## config.mk

```make
export PLATFORM = sky130hd
export DESIGN_NAME = vdir_ctrl
export DESIGN_NICKNAME = d
export VERILOG_FILES = /design/src/rtl/assert_macros.svh /design/src/rtl/vdir_pkg.sv /design/src/rtl/vdir_ctrl.sv
export SDC_FILE = /design/constraint.sdc
export NUM_CORES = 1
export LEC_CHECK = 0
export BUFFER_PORTS_ARGS = -buffer_cell sky130_fd_sc_hd__buf_2
export CORE_AREA = 2 2 39 41
export DETAILED_ROUTE_END_ITERATION = 16
export DIE_AREA = 0 0 41 43
export GPL_ROUTABILITY_DRIVEN = 0
export PLACE_DENSITY = 0.78
export SLEW_MARGIN = 20
export SYNTH_ARGS = -nofsm -noshare
export SYNTH_HDL_FRONTEND = slang
export SYNTH_SLANG_ARGS = --single-unit
export TNS_END_PERCENT = 5
```

## constraint.sdc

```tcl
create_clock -name clk -period 2.4 [get_ports clk]
set_input_delay 0.48 -clock clk [delete_from_list [all_inputs] [get_ports clk]]
set_output_delay 0.48 -clock clk [all_outputs]
set_load 0.02 [all_outputs]
```

## src/rtl/assert_macros.svh

```systemverilog
// assertion macros for the rtl
`ifndef ASSERT_MACROS_SVH
`define ASSERT_MACROS_SVH
`ifndef NO_ASSERTIONS
`define ASSERT_IMPLIES(label, clk, rst_n, a, b) \
	label: assert property (@(posedge clk) disable iff (!rst_n) (a) |-> (b)) \
	else $error("assertion failed");
`define ASSERT_NEXT(label, clk, rst_n, a, b) \
	label: assert property (@(posedge clk) disable iff (!rst_n) (a) |=> (b)) \
	else $error("assertion failed");
`else
`define ASSERT_IMPLIES(label, clk, rst_n, a, b)
`define ASSERT_NEXT(label, clk, rst_n, a, b)
`endif
`endif

```

## src/rtl/vdir_pkg.sv

```systemverilog
`default_nettype none
package vdir_pkg;
	localparam int unsigned MaxVertices    = 1024;
	localparam int unsigned WordsPerVertex = 4;

	localparam logic [1:0] ReqWord  = 2'd0;
	localparam logic [1:0] ReqIndex = 2'd1;
	localparam logic [1:0] ReqStart = 2'd2;

	localparam logic [1:0] KindKept  = 2'd0;
	localparam logic [1:0] KindDup   = 2'd1;
	localparam logic [1:0] KindRemap = 2'd2;
	localparam logic [1:0] KindError = 2'd3;

	localparam logic [1:0] ErrNone  = 2'd0;
	localparam logic [1:0] ErrFull  = 2'd1;
	localparam logic [1:0] ErrRange = 2'd2;

	typedef enum logic [3:0] {
		ST_IDLE,
		ST_SEARCH_RD,
		ST_SEARCH_CMP,
		ST_STORE,
		ST_EMIT,
		ST_DUP,
		ST_FULL,
		ST_IDX_RD,
		ST_IDX_OUT,
		ST_RANGE
	} state_t;

	typedef struct packed {
		logic take_word;
		logic start;
		logic clr_pending;
		logic clr_search;
		logic rd_store;
		logic step_search;
		logic wr_store;
		logic wr_remap_dup;
		logic wr_remap_new;
		logic rd_remap;
		logic emit_kept;
		logic emit_dup;
		logic emit_full;
		logic emit_remap;
		logic emit_range;
		logic commit_new;
	} cmd_t;

	typedef struct packed {
		logic vertex_done;
		logic table_full;
		logic search_end;
		logic word_match;
		logic vert_match;
		logic word_last;
		logic idx_ok;
		logic out_busy;
	} sts_t;
endpackage
`default_nettype wire

```

## src/rtl/vdir_ctrl.sv

```systemverilog
`default_nettype none
module vdir_ctrl (
	input  wire logic        clk,
	input  wire logic        arst_n,
	input  wire logic        in_fire,
	input  wire logic [1:0]  req,
	input  wire vdir_pkg::sts_t sts,
	output logic             in_ready,
	output vdir_pkg::cmd_t   cmd
);
	vdir_pkg::state_t state_q, state_d;

	always_ff @(posedge clk or negedge arst_n) begin
		if (!arst_n) begin
			state_q <= vdir_pkg::ST_IDLE;
		end else begin
			state_q <= state_d;
		end
	end

	always_comb begin
		state_d = state_q;
		unique case (state_q)
			vdir_pkg::ST_IDLE: begin
				if (in_fire) begin
					if (req == vdir_pkg::ReqWord && sts.vertex_done) begin
						state_d = sts.table_full ? vdir_pkg::ST_FULL : vdir_pkg::ST_SEARCH_RD;
					end else if (req == vdir_pkg::ReqIndex) begin
						state_d = sts.idx_ok ? vdir_pkg::ST_IDX_RD : vdir_pkg::ST_RANGE;
					end
				end
			end
			vdir_pkg::ST_SEARCH_RD: begin
				state_d = sts.search_end ? vdir_pkg::ST_STORE : vdir_pkg::ST_SEARCH_CMP;
			end
			vdir_pkg::ST_SEARCH_CMP: begin
				if (sts.word_match && sts.word_last) begin
					state_d = vdir_pkg::ST_DUP;
				end else begin
					state_d = vdir_pkg::ST_SEARCH_RD;
				end
			end
			vdir_pkg::ST_STORE: state_d = vdir_pkg::ST_EMIT;
			vdir_pkg::ST_EMIT: begin
				if (!sts.out_busy && sts.word_last) begin
					state_d = vdir_pkg::ST_IDLE;
				end
			end
			vdir_pkg::ST_DUP, vdir_pkg::ST_FULL, vdir_pkg::ST_RANGE, vdir_pkg::ST_IDX_OUT: begin
				if (!sts.out_busy) begin
					state_d = vdir_pkg::ST_IDLE;
				end
			end
			vdir_pkg::ST_IDX_RD: state_d = vdir_pkg::ST_IDX_OUT;
			default: state_d = vdir_pkg::ST_IDLE;
		endcase
	end

	always_comb begin
		cmd = '0;
		in_ready = 1'b0;
		unique case (state_q)
			vdir_pkg::ST_IDLE: begin
				in_ready = 1'b1;
				if (in_fire) begin
					cmd.take_word   = (req == vdir_pkg::ReqWord);
					cmd.start       = (req == vdir_pkg::ReqStart);
					cmd.clr_search  = 1'b1;
					cmd.rd_remap    = (req == vdir_pkg::ReqIndex);
				end
			end
			vdir_pkg::ST_SEARCH_RD: begin
				cmd.rd_store = !sts.search_end;
			end
			vdir_pkg::ST_SEARCH_CMP: begin
				cmd.step_search = 1'b1;
			end
			vdir_pkg::ST_STORE: begin
				cmd.clr_search = 1'b1;
				cmd.wr_remap_new = 1'b1;
			end
			vdir_pkg::ST_EMIT: begin
				if (!sts.out_busy) begin
					cmd.emit_kept = 1'b1;
					cmd.wr_store  = 1'b1;
					if (sts.word_last) begin
						cmd.commit_new  = 1'b1;
						cmd.clr_pending = 1'b1;
					end
				end
			end
			vdir_pkg::ST_DUP: begin
				if (!sts.out_busy) begin
					cmd.emit_dup     = 1'b1;
					cmd.wr_remap_dup = 1'b1;
					cmd.clr_pending  = 1'b1;
				end
			end
			vdir_pkg::ST_FULL: begin
				if (!sts.out_busy) begin
					cmd.emit_full   = 1'b1;
					cmd.clr_pending = 1'b1;
				end
			end
			vdir_pkg::ST_IDX_OUT: cmd.emit_remap = !sts.out_busy;
			vdir_pkg::ST_RANGE:   cmd.emit_range = !sts.out_busy;
			vdir_pkg::ST_IDX_RD:  cmd.rd_remap = 1'b0;
			default: cmd = '0;
		endcase
	end
endmodule
`default_nettype wire

```

==> results.txt <==
- Power spread over the standard cell area amounts to 1260 nW/um^2.
* Synth Net Count: 75
- Of the post-synthesis cell area, the dominant cell type holds 0.2094.
- Max-cap violations in this run came to 0.
* Total global routing track utilization: 0.1545
- Dividing the final minimum period by the clock period gives 0.8634.
* Count of pins on the block boundary: 30
* Top cell types by occurrence after synthesis: 7 x nor3_1, 6 x nor2_1, 5 x nand2_1
- Required time at the worst-slack endpoint: 1.92 ns
- After global routing the overflow that remains totals 0.
- Worst slew margin relative to its limit: 0.7169
* Initial antenna violation count: 0
- Die area: 1763 um^2
- Data arrival time of the critical path: 1.59 ns
* Area taken by multi-input logic gates: 345.3 um^2
- Count of placed standard cells including taps: 102
* Type of the worst setup path: reg2out
- Clock edge transition at the registers on the reported setup and hold paths: 0.04 ns
* CTS Hold Bufs: 0
- The run finished with clean final reports.
* Height of the die: 43 um
* Total routed wirelength: 1223 um
- Number of buffers created by CTS: 3
- At the end of the flow the core is filled with cells to 0.4593.
- Placed cell area: 613.1 um^2
* Core area: 1384 um^2
* Synth area leaders: dfrtp_1 21%, nor3_1 7.3%, nor2_1 4.7%
* Root Buffer Master: clkbuf_4
- Standard-cell row count: 14
- Summed over all instances, the cell type with the most area after synthesis is dfrtp_1.
- Number of cells upsized or downsized after cts: 0
- The cell count after synthesis came out at 62.
* Total power consumption of the routed design: 0.8006 mW
- Critical Path Fanout Max: 8
- Dividing the detail-routed via count by the number of cells gives 5.543.
- Dividing the detail-routed wire length by the instance count gives 11.65 um.
- Slew at the pin closest to its max-slew limit: 0.4246 ns
- Remaining DRCs: 0
- Detailed Routing Iterations Pass 1: 4
- Number of setup violations in the final report: 0
* Ys Warns: 0
- Final design area excluding fillers: 635.6 um^2
* Top_reg_cell synth: dfrtp_1
* Effective utilization at floorplan: 0.3454
- Among all cell types in the netlist, the one instantiated most often is nor3_1.
- Final Max Slew Viols: 0
- Half-perimeter wire length after placement: 954.2 um
- Starting DRT DRC Count: 8
* TritonCTS clock tree: built
- Sinks on the clock net: 4
- Unrepaired setup endpoints after global routing: false
- Registers with the most flip-flops: state_q (4)
- The number of global-route vias before repair came to 467.
- The final count of hold timing violations is 0.
* Setup_tns: 0 ns
- The smallest clock period supported by the final layout is computed as 2.072 ns.
- The average instance in the mapped netlist occupies 7.709 um^2.
- #FFs+latches synth: 4
- In this run the worst setup path begins at state_q[3]$_DFFE_PN0P_.
- Post-synth design cell area: 478.0 um^2
- In the final layout, the share of cells above drive strength 1 is 0.4382.
* Syn-to-layout area delta: 32.98%
- Summing all flip-flop and latch instances after layout gives 100.1 um^2.
- Worst clock skew: 0.002124 ns
- Crit path launch type: flip-flop
- In the synthesized netlist the async set-or-reset flop fraction comes to 1.000.
* Residual antenna-violating net count after detailed routing: 0
- The synthesized design contains 0 enable-type register cells.
* Number of antenna diodes: 0
* Buffers from clock root to sink, at most: 2
- Largest net degree at the start of global routing: 17
* Final cell count without fillers: 105
* Classification of the worst-slack hold path: in2async
- Share of the yosys chip area belonging to registers: 0.2094
- At the end of the flow, the number of nets in the layout was 104.
- Register ranked first by flip-flop count: state_q
- The worst register-to-register path begins at state_q[0]$_DFFE_PN0P_.
- Global-route wire length before repair: 1945 um
- Buffers inserted by post-CTS timing repair: 0
- The floorplan step set the die width to 41 um.
- The synthesized netlist contains 38 unique library cells.
* Final-layout fill cell count: 153
- Clock H-tree levels: 1
- Based on the critical path, the design can be clocked at up to 0.4826 GHz.
* Total leakage power: 0.3304 nW
- Insertion delay of the later-clocked pin in the worst-skew pair: 0.23 ns
- Kind of end point of the critical path: output port
- Largest register FFs: 4
- Worst IR Drop VDD: 0.3576 mV
- IO Port Bufs: 28
- For this block, the via count after detailed routing is 582.
## path summary, 6_finish.rpt
path	cells after the start	endpoint	slack (ns)
max reg2reg	4	state_q[3]$_DFFE_PN0P_	0.83
max	5	cmd[0]	0.33
min in group clk	1	state_q[3]$_DFFE_PN0P_	0.64
min	1	state_q[1]$_DFFE_PN0P_	0.04
min reg2reg	1	state_q[3]$_DFFE_PN0P_	0.64
max in group asynchronous	1	state_q[3]$_DFFE_PN0P_	2.25
## placed cells by master, fill, tap and decap left out, drive strengths merged
cell     Yosys  final
o311ai       1      1
a31oi        1      1
a32o         1      1
o21ai        2      2
o21a         1      1
a21oi        3      3
nor4         1      1
or3b         1      1
nand4bb      1      1
inv          2      2
or4          1      1
and2b        1      1
nor3         7      7
a21boi       2      2
or2b         1      1
nand2        6      6
nand4        1      1
and2         1      1
dfrtp        4      4
nor3b        2      2
nand3        1      1
nand4b       1      1
nor2         7      7
and3         2      2
nand2b       2      2
nand3b       1      1
or4b         1      1
a2bb2oi      1      1
clkbuf       0      3
o311a        1      1
buf          4     28
o31ai        1      1
## cell type report
type / count / area share
multi-input cells: 52 / 0.5433
well taps: 16 / 0.03150
flip-flops and latches: 4 / 0.1575
inverters: 2 / 0.01181
clock buffers: 3 / 0.03543
repair buffers: 28 / 0.2205
## routing by layer
metal  track usage  wire [um]  vias to the layer above
met2        0.2469        611                       22
met3             0         87                        2
met5             0          0                        -
li1              -          -                      287
met4       0.07333         17                        0
met1        0.2066        507                      271
## worst max-delay path, stage by stage, from the launching register on
cell and delay (ns):
dfrtp_1 0.46, and2b_1 0.26, nand2b_1 0.10, nor3_1 0.22
and2_1 0.16, buf_2 0.15
## kinds of logic (layout without fill, tap and decap cells)
kind of cell / Yosys count / in the layout / synth area share
and+or+nand+nor: 38 / 38 / 0.4896
AOI/OAI and AO/OA: 14 / 14 / 0.2330
DFF: 4 / 4 / 0.2094
buffers and inverters: 6 / 33 / 0.06804
## per-stage QoR
step                hold slack (ns)  worst slack, ns
floorplan                    0.1844           0.2712
global placement             0.2840           0.5889
detailed placement           0.2867           0.5658
CTS                         0.03951           0.3174
global route                0.04227           0.1587
finish                      0.03865           0.3278
## report_power, final
group / leakage, nW / switching, mW / internal, mW
registers: 0.0507 / 0.0955 / 0.101
logic: 0.266 / 0.289 / 0.231
clock network: 0.0138 / 0.0271 / 0.0559
Power figures use the tool's default switching activity.
